===== src/sv/sspsw_pkg.sv =====
// ----------------------------------------------------------------------------
// sspsw_pkg
// shared types, codes and helpers for the sah split plane sweep
// ----------------------------------------------------------------------------
package sspsw_pkg;

    localparam int CoordW = 16;
    localparam int CountW = 16;
    localparam int CntW   = 17;
    localparam int AreaW  = 35;
    localparam int ProdW  = 52;
    localparam int SumW   = 53;
    localparam int CostW  = 62;

    localparam logic [1:0] AXIS_X    = 2'd0;
    localparam logic [1:0] AXIS_Y    = 2'd1;
    localparam logic [1:0] AXIS_Z    = 2'd2;
    localparam logic [1:0] AXIS_NONE = 2'd3;

    localparam logic [1:0] KIND_START  = 2'd0;
    localparam logic [1:0] KIND_PLANAR = 2'd1;
    localparam logic [1:0] KIND_END    = 2'd2;
    localparam logic [1:0] KIND_NONE   = 2'd3;

    localparam logic [2:0] REG_BOX_MIN_X   = 3'd0;
    localparam logic [2:0] REG_BOX_MIN_Y   = 3'd1;
    localparam logic [2:0] REG_BOX_MIN_Z   = 3'd2;
    localparam logic [2:0] REG_BOX_MAX_X   = 3'd3;
    localparam logic [2:0] REG_BOX_MAX_Y   = 3'd4;
    localparam logic [2:0] REG_BOX_MAX_Z   = 3'd5;
    localparam logic [2:0] REG_TRI_COUNT   = 3'd6;

    localparam logic [CostW-1:0] COST_MAX = {CostW{1'b1}};

    typedef struct packed {
        logic [1:0]               axis;
        logic signed [CoordW-1:0] position;
        logic [1:0]               kind;
        logic                     last;
    } t_in;

    typedef struct packed {
        logic [1:0]               split_axis;
        logic signed [CoordW-1:0] split_position;
        logic                     planar_side;
        logic [CostW-1:0]         scaled_cost;
        logic                     make_leaf;
    } t_out;

    typedef struct packed {
        logic [2:0][CoordW-1:0] box_min;
        logic [2:0][CoordW-1:0] box_max;
        logic [CountW-1:0]      tri_count;
    } t_cfg;

    typedef struct packed {
        logic                     close;
        logic                     fin;
        logic [1:0]               axis;
        logic signed [CoordW-1:0] position;
        logic [CntW-1:0]          left;
        logic [CntW-1:0]          right;
        logic [CntW-1:0]          planar;
    } t_job;

    function automatic logic [CntW-1:0] cnt_add(input logic [CntW-1:0] a,
                                                input logic [CntW-1:0] b);
        logic [CntW:0] s;
        s = {1'b0, a} + {1'b0, b};
        return s[CntW] ? {CntW{1'b1}} : s[CntW-1:0];
    endfunction

    function automatic logic [CostW-1:0] times500(input logic [SumW-1:0] x);
        logic [CostW-1:0] w;
        w = CostW'(x);
        return (w << 9) - (w << 3) - (w << 2);
    endfunction

endpackage


===== src/sv/sspsw_back.sv =====
// ----------------------------------------------------------------------------
// sspsw_back
// scores closed planes on one shared multiplier, keeps the best, emits result
// ----------------------------------------------------------------------------
module sspsw_back (
    input  logic              i_clk,
    input  logic              i_rst_n,
    input  sspsw_pkg::t_cfg   i_cfg,
    input  sspsw_pkg::t_job   i_job,
    input  logic              i_job_empty,
    output logic              o_job_pop,
    output logic              empty,
    input  logic              pop,
    output sspsw_pkg::t_out   o_res
);

    localparam int CoordW = sspsw_pkg::CoordW;
    localparam int CntW   = sspsw_pkg::CntW;
    localparam int AreaW  = sspsw_pkg::AreaW;
    localparam int ProdW  = sspsw_pkg::ProdW;
    localparam int SumW   = sspsw_pkg::SumW;
    localparam int CostW  = sspsw_pkg::CostW;

    typedef enum logic [3:0] {
        ST_IDLE, ST_SETUP, ST_P12, ST_PA, ST_LA, ST_RA, ST_SL0, ST_SL1,
        ST_SR0, ST_SR1, ST_COST, ST_PICK, ST_LEAF0, ST_LEAF1, ST_EMIT
    } t_state;

    t_state                   r_state;
    sspsw_pkg::t_job          r_job;
    logic [CoordW-1:0]        r_ea, r_e1, r_e2, r_ll, r_lr;
    logic [CoordW:0]          r_s;
    logic [CntW-1:0]          r_nl, r_nlp, r_nr, r_nrp;
    logic [ProdW-1:0]         r_prod;
    logic [AreaW-1:0]         r_p12, r_pa, r_la, r_ra;
    logic [SumW-1:0]          r_acc, r_suml;
    logic [CostW-1:0]         r_cl, r_cr, r_leaf;
    logic [CostW-1:0]         r_best_cost;
    logic [1:0]               r_best_axis;
    logic signed [CoordW-1:0] r_best_pos;
    logic                     r_best_side;
    logic                     r_out_v;
    sspsw_pkg::t_out          r_out;

    logic [2:0][CoordW-1:0]   ext;
    logic [AreaW-1:0]         op_a;
    logic [CntW-1:0]          op_b;
    logic [AreaW-1:0]         area_n;
    logic [SumW-1:0]          sumr;
    logic [CostW-1:0]         pa_w, fl_pa, fr_pa, c_min;
    logic                     five_l, five_r;
    logic signed [CoordW-1:0] bmin, bmax, pcl;
    logic                     degen;

    always_comb begin
        for (int i = 0; i < 3; i++) begin
            ext[i] = ($signed(i_cfg.box_max[i]) > $signed(i_cfg.box_min[i])) ?
                     CoordW'(i_cfg.box_max[i] - i_cfg.box_min[i]) : '0;
        end
        bmin  = $signed(i_cfg.box_min[r_job.axis]);
        bmax  = $signed(i_cfg.box_max[r_job.axis]);
        degen = !(bmax > bmin);
        pcl   = r_job.position;
        if (pcl < bmin) pcl = bmin;
        if (pcl > bmax) pcl = bmax;

        op_a = AreaW'(r_e1);
        op_b = CntW'(r_e2);
        case (r_state)
            ST_PA:    begin op_a = AreaW'(r_ea); op_b = CntW'(r_s); end
            ST_LA:    begin op_a = AreaW'(r_ll); op_b = CntW'(r_s); end
            ST_RA:    begin op_a = AreaW'(r_lr); op_b = CntW'(r_s); end
            ST_SL0:   begin op_a = r_la; op_b = r_nlp; end
            ST_SL1:   begin op_a = r_ra; op_b = r_nr;  end
            ST_SR0:   begin op_a = r_la; op_b = r_nl;  end
            ST_SR1:   begin op_a = r_ra; op_b = r_nrp; end
            ST_LEAF0: begin op_a = r_pa; op_b = CntW'(i_cfg.tri_count); end
            default:  ;
        endcase

        area_n = (r_p12 + r_prod[AreaW-1:0]) << 1;
        sumr   = r_acc + SumW'(r_prod);
        pa_w   = CostW'(r_pa);
        five_l = (r_nlp != '0) && (r_nr != '0);
        five_r = (r_nl != '0) && (r_nrp != '0);
        fl_pa  = (pa_w << 2) + (five_l ? pa_w : '0);
        fr_pa  = (pa_w << 2) + (five_r ? pa_w : '0);
        c_min  = (r_cl < r_cr) ? r_cl : r_cr;
    end

    assign o_job_pop = (r_state == ST_IDLE) && !i_job_empty;
    assign empty     = !r_out_v;
    assign o_res     = r_out;

    always_ff @(posedge i_clk) begin
        if (!i_rst_n) begin
            r_state     <= ST_IDLE;
            r_best_cost <= sspsw_pkg::COST_MAX;
            r_best_axis <= '0;
            r_best_pos  <= '0;
            r_best_side <= 1'b0;
            r_out_v     <= 1'b0;
        end else begin
            if (pop && r_out_v) r_out_v <= 1'b0;
            unique case (r_state)
                ST_IDLE: begin
                    if (!i_job_empty) begin
                        r_job   <= i_job;
                        r_state <= ST_SETUP;
                    end
                end
                ST_SETUP: begin
                    unique case (r_job.axis)
                        sspsw_pkg::AXIS_Y: begin
                            r_ea <= ext[1]; r_e1 <= ext[2]; r_e2 <= ext[0];
                            r_s  <= {1'b0, ext[2]} + {1'b0, ext[0]};
                        end
                        sspsw_pkg::AXIS_Z: begin
                            r_ea <= ext[2]; r_e1 <= ext[0]; r_e2 <= ext[1];
                            r_s  <= {1'b0, ext[0]} + {1'b0, ext[1]};
                        end
                        default: begin
                            r_ea <= ext[0]; r_e1 <= ext[1]; r_e2 <= ext[2];
                            r_s  <= {1'b0, ext[1]} + {1'b0, ext[2]};
                        end
                    endcase
                    r_ll  <= degen ? '0 : CoordW'(pcl - bmin);
                    r_lr  <= degen ? '0 : CoordW'(bmax - pcl);
                    r_nl  <= r_job.left;
                    r_nlp <= sspsw_pkg::cnt_add(r_job.left, r_job.planar);
                    r_nr  <= r_job.right;
                    r_nrp <= sspsw_pkg::cnt_add(r_job.right, r_job.planar);
                    r_state <= ST_P12;
                end
                ST_P12: r_state <= ST_PA;
                ST_PA: begin
                    r_p12   <= AreaW'(r_prod);
                    r_state <= ST_LA;
                end
                ST_LA: begin
                    r_pa    <= area_n;
                    r_state <= r_job.close ? ST_RA : ST_LEAF0;
                end
                ST_RA: begin
                    r_la    <= area_n;
                    r_state <= ST_SL0;
                end
                ST_SL0: begin
                    r_ra    <= area_n;
                    r_state <= ST_SL1;
                end
                ST_SL1: begin
                    r_acc   <= SumW'(r_prod);
                    r_state <= ST_SR0;
                end
                ST_SR0: begin
                    r_suml  <= sumr;
                    r_state <= ST_SR1;
                end
                ST_SR1: begin
                    r_acc   <= SumW'(r_prod);
                    r_state <= ST_COST;
                end
                ST_COST: begin
                    r_cl    <= sspsw_pkg::times500(r_suml) + fl_pa;
                    r_cr    <= sspsw_pkg::times500(sumr) + fr_pa;
                    r_state <= ST_PICK;
                end
                ST_PICK: begin
                    if (c_min < r_best_cost) begin
                        r_best_cost <= c_min;
                        r_best_axis <= r_job.axis;
                        r_best_pos  <= r_job.position;
                        r_best_side <= !(r_cl < r_cr);
                    end
                    r_state <= r_job.fin ? ST_LEAF0 : ST_IDLE;
                end
                ST_LEAF0: r_state <= ST_LEAF1;
                ST_LEAF1: begin
                    r_leaf  <= sspsw_pkg::times500(SumW'(r_prod));
                    r_state <= ST_EMIT;
                end
                ST_EMIT: begin
                    if (!r_out_v) begin
                        r_out_v              <= 1'b1;
                        r_out.split_axis     <= r_best_axis;
                        r_out.split_position <= r_best_pos;
                        r_out.planar_side    <= r_best_side;
                        r_out.scaled_cost    <= r_best_cost;
                        r_out.make_leaf      <= r_best_cost > r_leaf;
                        r_best_cost          <= sspsw_pkg::COST_MAX;
                        r_best_axis          <= '0;
                        r_best_pos           <= '0;
                        r_best_side          <= 1'b0;
                        r_state              <= ST_IDLE;
                    end
                end
                default: r_state <= ST_IDLE;
            endcase
        end
    end

    always_ff @(posedge i_clk) begin
        r_prod <= ProdW'(op_a) * ProdW'(op_b);
    end

endmodule


===== config.mk =====
export PLATFORM = sky130hd
export DESIGN_NAME = sspsw_back
export DESIGN_NICKNAME = d
export VERILOG_FILES = /design/src/sv/sspsw_pkg.sv /design/src/sv/sspsw_back.sv
export SDC_FILE = /design/constraint.sdc
export NUM_CORES = 2
export LEC_CHECK = 0
export BUFFER_PORTS_ARGS = -buffer_cell sky130_fd_sc_hd__buf_4
export CAP_MARGIN = 40
export CELL_PAD_IN_SITES_DETAIL_PLACEMENT = 0
export CELL_PAD_IN_SITES_GLOBAL_PLACEMENT = 1
export CORE_MARGIN = 3
export CORE_UTILIZATION = 40
export DETAILED_ROUTE_END_ITERATION = 7
export PLACE_DENSITY = 0.68
export SKIP_LAST_GASP = 1
export SLEW_MARGIN = 20
export SYNTH_ARGS = -nofsm -noshare
export SYNTH_HDL_FRONTEND = slang
export SYNTH_SLANG_ARGS = --single-unit

===== constraint.sdc =====
create_clock -name i_clk -period 37.5 [get_ports i_clk]
set_input_delay 3.75 -clock i_clk [delete_from_list [all_inputs] [get_ports i_clk]]
set_output_delay 3.75 -clock i_clk [all_outputs]
set_load 0.03 [all_outputs]

* Word level (Yosys, flattened, before mapping) *
Cells that the tools add are included.

cells by class
  equality and inequality tests = 19
  bitwise operators = 2
  order comparisons = 10
  multiply operators = 1
  multiplexer cells = 38
  reductions and logical operators = 29
  $add $sub $neg = 22

operators with widths
  cell                count
  $pmux 35 s6         1
  $mux 62             3
  $mux 16             9
  $pmux 16 s2         4
  $add 62x38->62      2
  $lt 62x62->1        2
  $pmux 62 s2         1
  $sub 62x55->62      2
  $sub 62x56->62      2
  $pmux 17 s6         1
  $gt 16x16->1        5
  $sub 16x16->16      5
  $add 37x35->38      2
  $mux 35             2
  $reduce_bool 17->1  4
  $bmux 16 s2         2
  $gt 62x62->1        1
  $sub 61x55->62      1
  $sub 62x54->62      1
  $pmux 4 s15         1
  $add 52x52->53      1
  $mul 35x17->52      1
  $add 16x16->17      3
  $add 17x17->18      2
  other kinds (25)    63

word-level totals
  output and inout bits = 84
  input port bits = 187
  flip-flop bits (word level) = 883
  logic and storage cells = 159

* Longest topological paths before layout *
  depth after elaboration = 7
  depth in mapped cells = 44
  gate-level depth less buffers = 40

* Least setup slack after synthesis *
OpenSTA, ideal clock, no wires.

  path type = input to register
  from = input i_rst_n
  to = register r_e1[0], enable pin
  setup slack = 16.944 ns
  setup time = 1.093 ns
  stages on the path = 2
  data required time = 36.407 ns
  arrival = 19.462 ns
  path buffers = 0
  cells stage by stage = clkinv_1 -> nor4_1

on the way
  cells in the longest elaborated chain, start to end = 1

RTL lines
  what                               line               RTL
  start: declaration                 sspsw_back.sv:7    input logic i_rst_n,
  $reduce_and 2->1 (no source line)  --
  end signal: assignment             sspsw_back.sv:115  r_ea <= ext[1]; r_e1 <= ext[2]; r_e2 <= ext[0];
  end signal: assignment             sspsw_back.sv:119  r_ea <= ext[2]; r_e1 <= ext[0]; r_e2 <= ext[1];
  end signal: assignment             sspsw_back.sv:123  r_ea <= ext[0]; r_e1 <= ext[1]; r_e2 <= ext[2];
  end: declaration                   sspsw_back.sv:31   logic [CoordW-1:0] r_ea, r_e1, r_e2, r_ll, r_lr;

No other way between the ends.
A chain may end at the register's enable or synchronous reset.

* Worst setup path in the final report *
  from = input i_cfg[3] (netlist name)
  to = register r_prod[44]

on the way
  cells in the longest elaborated chain, start to end = 2

RTL lines
  what                    line               RTL
  start: declaration      sspsw_back.sv:8    input sspsw_pkg::t_cfg i_cfg,
  $pmux 17 s6             sspsw_back.sv:69   case (r_state)
  $mul 35x17->52          sspsw_back.sv:204  r_prod <= ProdW'(op_a) * ProdW'(op_b);
  end signal: assignment  sspsw_back.sv:204
  end: declaration        sspsw_back.sv:34   logic [ProdW-1:0] r_prod;

No other way between the ends.

==> load_flow_metrics.sql <==
INSERT INTO impl_metrics (metric_group, metric, value, unit) VALUES
('routing', 'ant_nets_after_route', '0', ''),
('grt', 'antenna_found_initial', '8', ''),
('clock_tree', 'clock_tree_buffer_depth', '3', ''),
('routing', 'first_iter_violations', '4884', ''),
('sta', 'period_minus_slack', '11400', 'ps'),
('grt', 'global_route.usage.total', '0.2389', ''),
('yosys', 'yosys_most_used_dff', 'sky130_fd_sc_hd__edfxtp_1', ''),
('sta', 'setup-violations-final', '0', ''),
('critical_path', 'critical-path-max-stage-delay', '630', 'ps'),
('yosys', 'postSynthRegisterBits', '879', ''),
('die', 'dieArea', '213500', 'µm²'),
('die', 'top_level_ports', '271', ''),
('sta', 'final_min_period_over_clock_period', '0.3039', ''),
('critical_path', 'kind_of_start_point_of_the_critical_path', 'input port', ''),
('clock_tree', 'htree_num_levels', '3', ''),
('routing', 'post_drt_wl_per_cell', '22.32', 'µm'),
('critical_path', 'most_numerous_cell_on_the_critical_path', 'sky130_fd_sc_hd__fa_1', ''),
('sta', 'timing.max_slew.rel_slack', '0.3518', ''),
('sta', 'final_number_of_hold_violating_endpoints', '0', ''),
('critical_path', 'setup.reg_to_reg.worst_slack', '27140', 'ps'),
('final_layout', 'drive_above_1_share', '0.07613', ''),
('die', 'die_height', '462.0', 'µm'),
('routing', 'drt_pre_antenna_iters', '7', ''),
('yosys', 'seq_area_frac_synth', '0.3007', ''),
('die', 'core_area', '205600', 'µm²'),
('clock_tree', 'cts_hold_buffers', '0', ''),
('yosys', 'number_of_flops_mapped_to_enable_cells_by_yosys', '741', ''),
('routing', 'vias', '61980', ''),
('place', 'hpwl', '211.6', 'mm'),
('hold_path', 'min-delay-path-class', 'reg -> reg', ''),
('clock_tree', 'worstSkewPairLatency', '760', 'ps'),
('clock_tree', 'tritoncts.num_buffers', '104', ''),
('grt', 'global_route_wire_length_before_repair', '388.0', 'mm'),
('yosys', 'syn_area', '83190', 'µm²'),
('die', 'die_width', '462.0', 'µm'),
('critical_path', 'crit_path_end_kind', 'flip-flop', ''),
('grt', 'grt_start_max_net_pins', '74', ''),
('critical_path', 'cp.buffers_inverters', '5', ''),
('outcome', 'run_status', 'complete, no violations', ''),
('final_layout', 'seq_area', '25010', 'µm²'),
('final_layout', 'multi_input_area', '52700', 'µm²'),
('yosys', 'synthesis.nets', '10260', ''),
('critical_path', 'crit_type', 'in -> reg', ''),
('sta', 'fin_setup_tns', '0', 'ps'),
('grt', 'grt_pass1_vias', '63490', ''),
('clock_tree', 'tritoncts', 'built', ''),
('critical_path', 'critPathMaxFanout', '14', ''),
('flow_run', 'max_capacitance_violation_count', '0', ''),
('clock_tree', 'path_clk_slew', '60', 'ps'),
('routing', 'routed_wl', '254.4', 'mm'),
('critical_path', 'critical-path-slowest-cell', 'sky130_fd_sc_hd__o31ai_1', ''),
('sta', 'grt_setup_unrepaired', 'false', ''),
('sta', 'max_freq', '87.75', 'MHz'),
('clock_tree', 'cts_setup_buffers', '0', ''),
('critical_path', 'critical_path_arrival', '12030', 'ps'),
('yosys', 'post_synth_inst_count', '8416', ''),
('yosys', 'ys.warnings.count', '0', ''),
('sta', 'report.final.slew_viol_count', '0', ''),
('die', 'rows', '166', ''),
('routing', 'via_per_inst', '5.437', ''),
('place', 'final_weighted_congestion_of_routability_driven_global_placement', '0.9490', ''),
('yosys', 'netlist-cell-type-count', '100', ''),
('yosys', 'synthArstFlopShare', '0', ''),
('die', 'initial_utilization', '0.4046', ''),
('yosys', 'postSynthAreaPerCell', '9.885', 'µm²'),
('critical_path', 'crit_family', 'adder cells', ''),
('final_layout', 'layout.filler_cells', '19540', ''),
('clock_tree', 'post_cts_resized', '0', ''),
('grt', 'globalRoute.totalOverflow', '0', ''),
('final_layout', 'layout_common_cells', '1233 x sky130_fd_sc_hd__inv_1, 877 x sky130_fd_sc_hd__ha_1, 774 x sky130_fd_sc_hd__fa_1, 741 x sky130_fd_sc_hd__edfxtp_1, 734 x sky130_fd_sc_hd__nand2_1', ''),
('sta', 'worst_slew_pin_slew', '970.1', 'ps'),
('final_layout', 'areaGrowthSynthToFinish', '10.88', '%'),
('place', 'port-buffer-count', '270', ''),
('routing', 'route.detailed.drc', '0', ''),
('clock_tree', 'clock_tree.root_cell', 'sky130_fd_sc_hd__clkbuf_16', ''),
('clock_tree', 'cts_num_sinks', '879', ''),
('final_layout', 'layout.cells.most_common', 'sky130_fd_sc_hd__inv_1', ''),
('critical_path', 'cp.required', '38140', 'ps'),
('final_layout', 'nNetsFinal', '10460', ''),
('sta', 'finalClockSkew', '52.20', 'ps');
worst paths after layout:
check / startpoint / end / cells after the start
setup / recovery: i_cfg[3] / r_prod[44] / 28
hold / removal: r_best_pos[1] / o_res[65] / 0
setup reg to reg: r_state[3] / r_prod[44] / 31
hold reg to reg: r_best_pos[1] / o_res[65] / 0
state kept, by name (all words and copies together) (netlist names), 17 cells and up:
signal and cells:
r_p12 34, r_prod 52, r_pa 34, r_la 34
r_ra 34, r_s 17, r_nl 17, r_acc 52
r_nlp 17, o_res 82, r_nr 17, r_nrp 17
r_cr 61, r_leaf 60, r_best_cost 62, r_cl 61
r_job 71, r_suml 53
per-stage QoR:
step,instances,util,hold slack (ps),setup slack (ps),area (µm²)
4_1_cts,11390,0.4480,430.2,26070,92120
3_5_place_dp,11190,0.4305,415.5,25300,88520
6_report,11400,0.4486,429.8,26100,92240
5_1_grt,11400,0.4486,435.2,25540,92240
3_3_place_gp,11170,0.4292,412.1,24940,88260
2_1_floorplan,8416,-,407.9,16940,83190
logic make-up (layout without fill, tap and decap cells):
family / after synthesis / count (layout) / share of synthesized area
simple gates: 2050 / 2050 / 0.1135
compound gates: 1805 / 1805 / 0.1419
fa+ha+maj: 1652 / 1652 / 0.3183
buf+inv: 1507 / 1800 / 0.06848
flops: 879 / 879 / 0.3007
xor+xnor: 400 / 400 / 0.04211
mux: 123 / 123 / 0.01501
other cells: 0 / 3 / 0
cell type report:
| cell class | count | share of cell area |
|---|---|---|
| Antenna cell | 3 | 0.00008138 |
| Clock buffer | 133 | 0.03095 |
| Clock inverter | 62 | 0.008138 |
| Inverter | 1235 | 0.05025 |
| Multi-Input combinational cell | 6030 | 0.5713 |
| Sequential cell | 879 | 0.2712 |
| Tap cell | 2688 | 0.03646 |
| Timing Repair Buffer | 370 | 0.03163 |
worst register-to-register path, delay by kind of cell, from the launching register on:
| family | cells | cell delay (ps) |
|---|---|---|
| adder cells (fa/ha/maj) | 7 | 3380 |
| buffers and inverters | 5 | 910 |
| AO/OA/AOI/OAI | 9 | 3160 |
| XOR/XNOR | 1 | 140 |
| AND/OR/NAND/NOR | 9 | 1940 |
| flip-flops | 1 | 710 |
cells in the mapped netlist (133+ instances only):
cell type	count	area, µm²
sky130_fd_sc_hd__inv_1	1233	4628
sky130_fd_sc_hd__ha_1	878	10990
sky130_fd_sc_hd__fa_1	774	15490
sky130_fd_sc_hd__edfxtp_1	741	22250
sky130_fd_sc_hd__nand2_1	734	2755
sky130_fd_sc_hd__nor2_1	573	2151
sky130_fd_sc_hd__a21oi_1	565	2828
sky130_fd_sc_hd__o21ai_0	301	1506
sky130_fd_sc_hd__a21o_1	284	2132
sky130_fd_sc_hd__xnor2_1	267	2338
sky130_fd_sc_hd__clkbuf_1	245	919.6
sky130_fd_sc_hd__dfxtp_1	138	2763
sky130_fd_sc_hd__xor2_1	133	1165
per-layer routing:
metal / GRT usage / share of wire / vias up
met2: 0.3871 / 0.45 / 1559
li1: - / - / 29310
met5: 0 / 0 / -
met1: 0.3350 / 0.47 / 30810
met3: 0.03252 / 0.052 / 300
met4: 0.06502 / 0.027 / 0
Power is left out: the tool's default activity adds up to more than one toggle a clock period on the data nets, which glitch-free logic cannot reach.
