### src/sv/sspsw_pkg.sv
// ----------------------------------------------------------------------------
// sspsw_pkg
// shared types, codes and helpers for the sah split plane sweep
// ----------------------------------------------------------------------------
package sspsw_pkg;

    localparam int CoordW = 16;
    localparam int CountW = 16;
    localparam int CntW   = 17;
    localparam int AreaW  = 35;
    localparam int ProdW  = 52;
    localparam int SumW   = 53;
    localparam int CostW  = 62;

    localparam logic [1:0] AXIS_X    = 2'd0;
    localparam logic [1:0] AXIS_Y    = 2'd1;
    localparam logic [1:0] AXIS_Z    = 2'd2;
    localparam logic [1:0] AXIS_NONE = 2'd3;

    localparam logic [1:0] KIND_START  = 2'd0;
    localparam logic [1:0] KIND_PLANAR = 2'd1;
    localparam logic [1:0] KIND_END    = 2'd2;
    localparam logic [1:0] KIND_NONE   = 2'd3;

    localparam logic [2:0] REG_BOX_MIN_X   = 3'd0;
    localparam logic [2:0] REG_BOX_MIN_Y   = 3'd1;
    localparam logic [2:0] REG_BOX_MIN_Z   = 3'd2;
    localparam logic [2:0] REG_BOX_MAX_X   = 3'd3;
    localparam logic [2:0] REG_BOX_MAX_Y   = 3'd4;
    localparam logic [2:0] REG_BOX_MAX_Z   = 3'd5;
    localparam logic [2:0] REG_TRI_COUNT   = 3'd6;

    localparam logic [CostW-1:0] COST_MAX = {CostW{1'b1}};

    typedef struct packed {
        logic [1:0]               axis;
        logic signed [CoordW-1:0] position;
        logic [1:0]               kind;
        logic                     last;
    } t_in;

    typedef struct packed {
        logic [1:0]               split_axis;
        logic signed [CoordW-1:0] split_position;
        logic                     planar_side;
        logic [CostW-1:0]         scaled_cost;
        logic                     make_leaf;
    } t_out;

    typedef struct packed {
        logic [2:0][CoordW-1:0] box_min;
        logic [2:0][CoordW-1:0] box_max;
        logic [CountW-1:0]      tri_count;
    } t_cfg;

    typedef struct packed {
        logic                     close;
        logic                     fin;
        logic [1:0]               axis;
        logic signed [CoordW-1:0] position;
        logic [CntW-1:0]          left;
        logic [CntW-1:0]          right;
        logic [CntW-1:0]          planar;
    } t_job;

    function automatic logic [CntW-1:0] cnt_add(input logic [CntW-1:0] a,
                                                input logic [CntW-1:0] b);
        logic [CntW:0] s;
        s = {1'b0, a} + {1'b0, b};
        return s[CntW] ? {CntW{1'b1}} : s[CntW-1:0];
    endfunction

    function automatic logic [CostW-1:0] times500(input logic [SumW-1:0] x);
        logic [CostW-1:0] w;
        w = CostW'(x);
        return (w << 9) - (w << 3) - (w << 2);
    endfunction

endpackage

### src/sv/sspsw_queue.sv
// ----------------------------------------------------------------------------
// sspsw_queue
// four-entry job queue between the front end and the scoring back end
// ----------------------------------------------------------------------------
module sspsw_queue (
    input  logic              i_clk,
    input  logic              i_rst_n,
    input  logic              i_push,
    input  sspsw_pkg::t_job   i_job,
    output logic              o_full,
    input  logic              i_pop,
    output sspsw_pkg::t_job   o_job,
    output logic              o_empty
);

    localparam int Depth = 4;
    localparam int PtrW  = $clog2(Depth);

    sspsw_pkg::t_job r_mem [Depth];
    logic [PtrW-1:0] r_wr;
    logic [PtrW-1:0] r_rd;
    logic [PtrW:0]   r_cnt;
    logic            do_push;
    logic            do_pop;

    assign o_full  = (r_cnt == (PtrW+1)'(Depth));
    assign o_empty = (r_cnt == '0);
    assign o_job   = r_mem[r_rd];
    assign do_push = i_push && !o_full;
    assign do_pop  = i_pop && !o_empty;

    always_ff @(posedge i_clk) begin
        if (!i_rst_n) begin
            r_wr  <= '0;
            r_rd  <= '0;
            r_cnt <= '0;
        end else begin
            if (do_push) r_wr <= r_wr + 1'b1;
            if (do_pop)  r_rd <= r_rd + 1'b1;
            if (do_push && !do_pop) r_cnt <= r_cnt + 1'b1;
            else if (do_pop && !do_push) r_cnt <= r_cnt - 1'b1;
        end
    end

    always_ff @(posedge i_clk) begin
        if (do_push) r_mem[r_wr] <= i_job;
    end

endmodule

### config.mk
export PLATFORM = sky130hd
export DESIGN_NAME = sspsw_queue
export DESIGN_NICKNAME = d
export VERILOG_FILES = /design/src/sv/sspsw_pkg.sv /design/src/sv/sspsw_queue.sv
export SDC_FILE = /design/constraint.sdc
export NUM_CORES = 1
export LEC_CHECK = 0
export BUFFER_PORTS_ARGS = -buffer_cell sky130_fd_sc_hd__buf_2
export CAP_MARGIN = 10
export CORE_MARGIN = 5
export CORE_UTILIZATION = 45
export CTS_CLUSTER_DIAMETER = 40
export DETAILED_ROUTE_END_ITERATION = 16
export HOLD_SLACK_MARGIN = 0.1
export PLACE_DENSITY_LB_ADDON = 0.08
export SETUP_SLACK_MARGIN = 0.2
export SYNTH_ARGS = -nofsm -noshare
export SYNTH_HDL_FRONTEND = slang
export SYNTH_SLANG_ARGS = --single-unit
### constraint.sdc
create_clock -name i_clk -period 2.9 [get_ports i_clk]
set_input_delay 0 -clock i_clk [delete_from_list [all_inputs] [get_ports i_clk]]
set_output_delay 0 -clock i_clk [all_outputs]
set_load 0.02 [all_outputs]
### After elaboration in Yosys (flattened, before gate mapping)

Memories as Yosys holds them, arrays and structs flattened. A register that Yosys moved wholly into a read port is not among the register bits.
Index checks and enable logic that the tools add are counted.

| word-level totals | value |
|---|---|
| register bits | 7 |
| RAM bits | 284 |
| bits of input ports | 75 |
| output and inout port bits | 73 |
| logic and storage cells | 25 |
| memories kept | 1 |

| operators by class | value |
|---|---|
| add/subtract/negate cells | 4 |
| equality and inequality tests | 1 |
| mux-type cells | 6 |
| reduce and logical (&&, ||, !) cells | 10 |

Memories:

| memory | depth | bits a word | rd ports | clocked after memory_dff | write ports | line | source |
|---|---|---|---|---|---|---|---|
| r_mem | 4 | 71 | 1 | 1 | 1 | sspsw_queue.sv:19 | `sspsw_pkg::t_job r_mem [Depth];` |

Operators with widths:

| kind | count |
|---|---|
| $mux 3 | 2 |
| $add 2x1->2 const B | 2 |
| $logic_and 1x1->1 | 4 |
| $logic_not 1->1 | 4 |
| $mux 2 | 2 |
| $add 3x1->3 const B | 1 |
| $eq 3x3->1 const B | 1 |
| $logic_not 3->1 | 1 |
| $sub 3x1->3 const B | 1 |
| $mux 1 | 2 |
| $reduce_bool 2->1 | 1 |

### Depth between registers and ports, before layout

Gate-level depths: netlist of the first run.

| logic depth | value |
|---|---|
| depth in word-level cells | 7 |
| mapped depth | 9 |
| depth with buffers taken out | 8 |

### Least setup slack after synthesis of the first run

Ideal clock, no wire load.

| timing path | value |
|---|---|
| path kind | flip-flop to flip-flop |
| from | register r_cnt[0] |
| to | memory r_mem[0][0] (netlist bit) (enable) |
| library setup time | 437 ps |
| arrival time | 2,542 ps |
| required time | 2,463 ps |
| slack | -79 ps |
| stages on the path, launching flop included | 5 |
| buffers on the path | 1 |
| period minus slack after synthesis | 2,979 ps |
| path through | dfxtp_1 -> nor3b_2 -> nor2b_1 -> buf_2 -> and2_1 |

| between the ends | value |
|---|---|
| word-level cells in the longest chain between the ends | 5 |

RTL lines:

| element | line | source |
|---|---|---|
| start: declaration | sspsw_queue.sv:22 | `logic [PtrW:0] r_cnt;` |
| start signal: assignment | sspsw_queue.sv:40 | `if (do_push && !do_pop) r_cnt <= r_cnt + 1'b1;` |
| start signal: assignment | sspsw_queue.sv:41 | `else if (do_pop && !do_push) r_cnt <= r_cnt - 1'b1;` |
| $eq 3x3->1 | sspsw_queue.sv:26 | `assign o_full = (r_cnt == (PtrW+1)'(Depth));` |
| named net o_full | sspsw_queue.sv:10 | `output logic o_full,` |
| $logic_not 1->1 | sspsw_queue.sv:29 | `assign do_push = i_push && !o_full;` |
| $logic_and 1x1->1 | sspsw_queue.sv:29 |  |
| named net do_push | sspsw_queue.sv:23 | `logic do_push;` |
| $mux 1 | sspsw_queue.sv:46 | `if (do_push) r_mem[r_wr] <= i_job;` |
| $mux 1 (implied by the code) | sspsw_queue.sv:46 |  |
| end: declaration | sspsw_queue.sv:19 |  |

The timed path passes the listed nets, and every way through them passes these cells.

### Final worst setup path of the first run

| timing path | value |
|---|---|
| from | register r_cnt[0] |
| to | register r_cnt[2] |

| between the ends | value |
|---|---|
| word-level cells in the longest chain between the ends | 6 |

RTL lines:

| element |
|---|
| parallel branches: the longest is 6 deep, another holds $sub 3x1->3 |

Parallel ways; which one is timed is not known. The select of a mux whose other input is x is not followed.
A chain may end at the register's enable or synchronous reset.

==> results of run 1 <==
==> per-stage QoR <==
stage,worst slack [ns],total power [mW]
after detailed placement,0.5774,8.486
after global placement,0.8068,8.432
after floorplan,0.6983,7.580
after CTS,0.5133,13.39
final,0.5603,13.16
after global routing,0.4094,13.75
==> Yosys cell counts <==
cell type,number
edfxtp_1,284
o311ai_1,1
o21ai_0,1
nor3b_2,1
or3_1,1
clkbuf_1,2
fa_1,1
mux4_2,71
ha_1,5
buf_2,8
xor2_1,1
xnor2_1,3
nand2_1,4
a21boi_0,1
nor2b_1,2
buf_6,1
inv_1,3
o31ai_2,1
buf_12,7
mux2i_1,3
dfxtp_1,9
and2_1,8
nor3_1,1
==> critical path: cells and delay by family, from the launching register on <==
| kind | cells | cell delay, ns |
|---|---|---|
| AO/OA/AOI/OAI | 1 | 0.21 |
| XOR/XNOR | 1 | 0.19 |
| adder cells (fa/ha/maj) | 2 | 0.57 |
| buffers and inverters | 2 | 0.24 |
| flip-flops | 1 | 0.48 |
| AND/OR/NAND/NOR | 3 | 0.56 |
==> registers in the layout, indices dropped and copies added (netlist names), named ones only <==
signal and cells:
r_mem 284, r_cnt 3, r_rd 2, r_wr 2
==> what timing repair did <==
action	CTS	global route
endpoints found under the setup margin	0	0
endpoints found under the hold margin	293	0
setup buffers	0	0
hold buffers	75	0
==> area by class of cell <==
cell class	instances	area, µm²
clock buffers	46	1045
clock inverters	25	281.5
fillers	1768	9499
inverters	3	11.26
multi-input cells	105	1892
flip-flops and latches	293	8716
well taps	319	399.1
repair buffers	237	1699
==> how the worst min path moves through the flow <==
stage / slack, ns / cells after the start / to
final: 0.24 / 2 / r_mem[0][37]
after global routing: 0.22 / 2 / r_mem[1][46]
after CTS: 0.20 / 2 / r_mem[1][38]
after detailed placement: 0.22 / 1 / r_mem[2][64]
after global placement: 0.21 / 1 / r_mem[1][38]
after floorplan: 0.1 / 0 / r_mem[0][0]
==> where the power goes <==
group	internal (mW)	total, mW	switching (mW)
combinational	1.36	3.01	1.64
sequential	5.15	5.38	0.237
clock	3.04	4.77	1.73
total	9.55	13.2	3.61
==> per-layer routing <==
metal | vias up | global-route usage [%] | part of all wire, %
li1 | 2321 | - | -
met1 | 2654 | 20.05 | 42
met2 | 136 | 26.13 | 50
met3 | 31 | 3.694 | 5.8
met4 | 2 | 5.066 | 1.9
met5 | - | 0 | 0.063
==> cells by family (layout without fill, tap and decap cells) <==
logic type / Yosys count / after routing / synth area share (%)
XOR/XNOR: 4 / 4 / 0.3244
multiplexers: 74 / 74 / 15.08
flip-flops: 293 / 293 / 80.63
buffers and inverters: 21 / 311 / 1.946
AO/OA/AOI/OAI: 4 / 4 / 0.3128
AND/OR/NAND/NOR: 17 / 17 / 0.9383
adder cells (fa/ha/maj): 6 / 6 / 0.7646
==> summary.md, run 1 <==
| Metric | Value |
|---|---|
| CP peak stage delay | `0.48 ns` |
| Antenna Cells | `0` |
| First-pass DRT Iterations | `4` |
| Vias in the first global route | `5740` |
| Fin. max-slew vios | `0` |
| Power density cells | `937.2 mW/mm²` |
| Layout area overhead | `30.03%` |
| Hold slack | `0.2379 ns` |
| Synth Area per Inst | `25.78 µm²` |
| Worst path slowest cell | `dfxtp_1` |
| Clk_lat worst skew | `0.52 ns` |
| Reg2Reg Depth | `9` |
| Worst slew margin | `64.17%` |
| Final WL | `20610 µm` |
| Mapped cell area | `0.01080 mm²` |
| Remaining antenna violation count | `0` |
| Post-CTS sizing | `0` |
| Netlist cell types | `23` |
| Final core utilization | `59.65%` |
| Synthesized flop and latch total | `293` |
| Setup crit start kind | `flip-flop` |
| Finish-stage setup viols | `0` |
| Num CTS Buffers | `39` |
| Wirelength per Cell | `20.05 µm` |
| Design Area, Final | `0.01404 mm²` |
| Ports | `148` |
| Gp weighted congestion | `0.6787` |
| Fmax | `0.4274 GHz` |
| CTS sink count | `293` |
| Initial Utilization | `45.88%` |
| CP Capture Point | `r_cnt[2]` |
| Final min period | `2.340 ns` |
| Routed vias | `5144` |
| Final hold vios | `0` |
| R2r endpoint | `r_cnt[2]` |
| Hold Path Class | `input pin to flip-flop` |
| Synth area leader | `edfxtp_1` |
| Die ar. | `0.02720 mm²` |
| Die Span Y | `164.9 µm` |
| Most frequent cells in the layout | `284 x edfxtp_1, 147 x buf_2, 75 x dlygate4sd3_1` |
| Row count | `56` |
| Critical R2R Launch | `r_cnt[0]` |
| CP Cell Sequence | `nor3b_2, nor2b_1, buf_4, ha_1, inv_1, fa_1, xor2_1, or3_1, a21boi_0` |
| Post-route DRC | `0` |
| CTS tree | `done` |
| Sequential area share after synthesis | `80.63%` |
| Crit. End Element | `flip-flop` |
| Lkg Pwr | `4.827 nW` |
| Layout Cells excl Fill | `1028` |
| Share of cells above drive strength 1 | `42.60%` |
| Min-delay src | `i_job[37]` |
| Initial antenna violation count | `1` |
| CP arrival | `2.77 ns` |
| Clock Skew | `0.01541 ns` |
| Clk pin slew, worst setup/hold paths | `0.05 ns` |
| First-pass GRT wire length | `31730 µm` |
| Final Cycle Share | `80.68%` |
| Instance area at placement | `0.01197 mm²` |
| Post-synthesis net count | `500` |
| MaxCap Viol Count | `0` |
| Initial DRC Count | `239` |
| Placed Cells | `882` |
| Total gr overflow | `0` |
| GRT Util Overall | `15.51%` |
| Status | `finished, final reports clean` |
| Crit Path Max Fanout | `7` |
| Final setup TNS | `0 ns` |
| Yosys warns | `0` |
| Root Driver | `clkbuf_16` |
| Vias per inst | `5.004` |
| H-tree depth | `2` |
| Maximum buffer depth of the clock tree | `3` |
| Yosys top cell area share | `78.96%` |
| Largest net degree at the start of global routing | `43` |
| RSZ-0062 raised after global routing | `no` |
| Die width | `164.9 µm` |
| Area of the core | `0.02354 mm²` |
| Dominant cells by area after synthesis | `edfxtp_1 79%, mux4_2 15%, dfxtp_1 1.7%` |
| Max VDD drop | `0.4560 mV` |
| Leading cell type in the layout, fill and taps excluded | `edfxtp_1` |
| Dpl hpwl | `12550 µm` |
| Actual slew at the worst max-slew pin | `0.5374 ns` |
| Input/output buffers | `147` |
| Cell count after synthesis | `419` |
| Nets | `760` |
| R2R setup slack | `0.56 ns` |
| CP required | `3.33 ns` |
| Crit. Startpoint | `r_cnt[0]` |
| Critical path class | `flip-flop to flip-flop` |
(Power assumes the default switching activity.)
==> run 2: changes to the inputs <==
--- a/config.mk
+++ b/config.mk
@@ -5,6 +5,7 @@
 export SDC_FILE = /design/constraint.sdc
 export NUM_CORES = 1
 export LEC_CHECK = 0
+export ABC_AREA = 1
 export BUFFER_PORTS_ARGS = -buffer_cell sky130_fd_sc_hd__buf_2
 export CAP_MARGIN = 10
 export CORE_MARGIN = 5
==> constraint.sdc (replaced) <==
create_clock -name i_clk -period 2.3 [get_ports i_clk]
set_input_delay 0 -clock i_clk [delete_from_list [all_inputs] [get_ports i_clk]]
set_output_delay 0 -clock i_clk [all_outputs]
set_load 0.02 [all_outputs]
==> summary.md, run 2 <==
| Metric | Value |
|---|---|
| Input/output buffers | `147 (unchanged)` |
| Grt met2 use | `30.59% (+4.5 points)` |
| Clk_lat worst skew | `0.50 ns (-0.02 ns)` |
| First-pass DRT Iterations | `5 (+1)` |
| Largest regs | `r_mem x284, r_cnt x3` |
| Ports | `148 (unchanged)` |
| Most frequent cell after synthesis | `edfxtp_1` |
| Vias per inst | `5.236 (+4.6%)` |
| Fmax | `0.4961 GHz` |
| Remaining antenna violation count | `0 (unchanged)` |
| Main combinational cell family by area after synthesis | `compound AO/OA/AOI/OAI gates` |
| Area of the core | `0.02425 mm² (+3.0%)` |
| First-pass GRT wire length | `39880 µm (+26%)` |
| Initial antenna violation count | `0 (-1)` |
| CTS tree | `done` |
| Row count | `57 (+1.8%)` |
| Total gr overflow | `0 (unchanged)` |
| Wirelength per Cell | `18.95 µm (-5.5%)` |
| GRT Max-Usage Layer | `met2` |
| Post-synth EDFFs | `284 (unchanged)` |
| Yosys warns | `0 (unchanged)` |
| Synth Area in Compound Gates | `10.66% (+10 points)` |
| Synth Area per Inst | `14.55 µm² (-44%)` |
| Met1 usage in global routing | `23.84% (+3.8 points)` |
| GRT Util Overall | `18.00% (+2.5 points)` |
| Root Driver | `clkbuf_16` |
| Design Area, Final | `0.01419 mm² (+1.1%)` |
| Hold Path Class | `input pin to flip-flop` |
| Share of cells above drive strength 1 | `23.39% (-19 points)` |
| Initial DRC Count | `526 (+120%)` |
| Layout area overhead | `28.83%` |
| Critical path class | `flip-flop to output port` |
| Crit Path Max Fanout | `33 (+26)` |
| Die ar. | `0.02771 mm² (+1.9%)` |
| Vias in the first global route | `7324 (+28%)` |
| H-tree depth | `2 (unchanged)` |
| Mapped cell area | `0.01102 mm² (+2.0%)` |
| Post-route DRC | `0 (unchanged)` |
| Worst slew margin | `62.60% (-1.6 points)` |
| Gp weighted congestion | `0.7494 (+10%)` |
| Final min period | `2.016 ns` |
| Actual slew at the worst max-slew pin | `0.5609 ns (+0.02350 ns)` |
| Clock Skew | `0.01093 ns (-0.004483 ns)` |
| Simple-gate share of the synthesized area | `6.075% (+5.1 points)` |
| CP required | `2.30 ns (-1.03 ns)` |
| Final setup TNS | `0 ns (unchanged)` |
| Final Cycle Share | `87.63%` |
| Routed vias | `7047 (+37%)` |
| Largest net degree at the start of global routing | `72 (+67%)` |
| Power density cells | `1167 mW/mm² (+25%)` |
| FILL cells | `1920 (+8.6%)` |
| Netlist cell types | `22 (-4.3%)` |
| Post-synthesis xor/xnor area fraction | `0.07949% (-0.24 points)` |
| Mux contribution to synthesized area | `0% (-15 points)` |
| Most frequent cells in the layout | `284 x edfxtp_1, 151 x nor2_1, 147 x buf_2` |
| Status | `finished, final reports clean` |
| Leading cell type in the layout, fill and taps excluded | `edfxtp_1` |
| CP peak stage delay | `0.45 ns (-0.03 ns)` |
| Instance area at placement | `0.01212 mm² (+1.3%)` |
| Synthesized flop and latch total | `293 (unchanged)` |
| Finish-stage setup viols | `0 (unchanged)` |
| Die Span Y | `166.5 µm (+0.94%)` |
| Clk pin slew, worst setup/hold paths | `0.06 ns (about the same)` |
| RSZ-0062 raised after global routing | `no` |
| Adder-cell share of the synthesized area | `0.7495% (-0.015 points)` |
| Max VDD drop | `0.7819 mV (+71%)` |
| Largest reg by FF count | `r_mem` |
| Post-synth ARST share | `0% (unchanged)` |
| CP arrival | `2.02 ns (-0.75 ns)` |
| Top FF cell, synth | `edfxtp_1` |
| Max reg flops | `284 (unchanged)` |
| Yosys top cell area share | `77.40% (-1.6 points)` |
| Setup bufs post-CTS | `0 (unchanged)` |
| CP Cell Sequence | `inv_2, buf_6, o21ai_0, o22ai_1, buf_2` |
| Dominant cells by area after synthesis | `edfxtp_1 77%, o21ai_0 5.8%, nor2_1 5.3%` |
| Setup crit start kind | `flip-flop` |
| Synth area leader | `edfxtp_1` |
| Final WL | `25510 µm (+24%)` |
| Fin. max-slew vios | `0 (unchanged)` |
| Die width | `166.5 µm (+0.94%)` |
| Maximum buffer depth of the clock tree | `3 (unchanged)` |
| Lkg Pwr | `5.087 nW (+5.4%)` |
| Cell count after synthesis | `757 (+81%)` |
| Worst path slowest cell | `dfxtp_4` |
| Antenna Cells | `0 (unchanged)` |
| GR met3 Demand/Resource | `4.100% (+0.41 points)` |
| Post-synthesis net count | `838 (+68%)` |
| Register area | `0.008718 mm² (about the same)` |
| Crit. End Element | `output port` |
| MaxCap Viol Count | `0 (unchanged)` |
| CTS sink count | `293 (unchanged)` |
| Initial Utilization | `45.44% (-0.44 points)` |
| Most frequent cells after synthesis | `284 x edfxtp_1, 156 x nor2_1, 128 x o21ai_0, 71 x o22ai_1, 16 x inv_1` |
| Nets | `1074 (+41%)` |
| Area of the multi-input gates | `0.001978 mm² (+4.6%)` |
| Num CTS Buffers | `39 (unchanged)` |
| Dpl hpwl | `13490 µm (+7.5%)` |
| Sequential area share after synthesis | `79.04% (-1.6 points)` |
| Final hold vios | `0 (unchanged)` |
[run 2: cell types whose count changed after synthesis, sizes merged, moves of 2 or more]
cell / delta
nor2: +156
o21ai: +142
mux4: -71
o22ai: +71
clkbuf: +17
inv: +15
buf: +11
nand2: +11
and2: -8
nand3: +4
a21oi: +3
mux2i: -3
xnor2: -3
nor2b: -2
[run 2: power by group]
group          internal (mW)  switching, mW
combinational           1.30           2.85
sequential              6.50          0.186
clock                   3.52           2.22
total                   11.3           5.26
[run 2: per-stage QoR]
step | power (mW) | setup WS, ns | util (%) | instances | hold WS (ns)
finish | 16.57 | 0.2844 | 58.54 | 1346 | 0.2431
detailed placement | 10.77 | 0.4220 | 49.97 | 1200 | 0.2152
floorplan | 9.392 | 0.2078 | - | 757 | 0.09887
global placement | 10.64 | 0.4850 | 49.97 | 1200 | 0.2061
CTS | 16.75 | 0.2137 | 58.53 | 1346 | 0.2201
global route | 17.36 | 0.2177 | 58.54 | 1346 | 0.2365
[run 2: cells by family (layout without fill, tap and decap cells)]
logic type                 Yosys count  after routing
DFF                                293            293
adders and majority gates            6              6
and+or+nand+nor                    176            176
xor gates and xnor gates             1              1
AOI/OAI and AO/OA                  217            217
buffers and inverters               64            329
[run 2: area by class of cell]
class / instances / share of cell area [%]
Clock inverter: 26 / 1.666
Multi-Input combinational cell: 400 / 13.94
Inverter: 18 / 0.5289
Sequential cell: 293 / 61.42
Tap cell: 324 / 2.856
Timing Repair Buffer: 241 / 12.29
Clock buffer: 44 / 7.307
[run 2: path summary, 6_finish.rpt]
path | start | end | slack, ns | cells after the start
worst max register to register | r_cnt[0] | r_cnt[2] | 0.40 | 13
worst max-delay path | flip-flop | o_job[3] | 0.28 | 5
worst min register to register | r_rd[1] | flip-flop | 0.50 | 2
worst min-delay path | i_job[7] | r_mem[1][7] | 0.24 | 2
[run 2: critical path: cells and delay by family, from the launching register on]
family                 cells  cell delay, ns
AO/OA/AOI/OAI              2            0.42
buffers and inverters      3            0.63
flip-flops                 1            0.45
[run 2: routing by layer]
layer / up-vias / part of all wire (%)
met4: 0 / 1.5
met1: 3497 / 43
li1: 3322 / -
met5: - / 0
met2: 190 / 50
met3: 38 / 5.8
[run 2: what timing repair did]
| item | 4_1_cts | 5_1_grt |
|---|---|---|
| cloned | 1 | 0 |
| hold buffers | 75 | 0 |
| endpoints found under the hold margin | 293 | 0 |
| endpoints found under the setup margin | 45 | 25 |
| gates resized for setup | 4 | 1 |
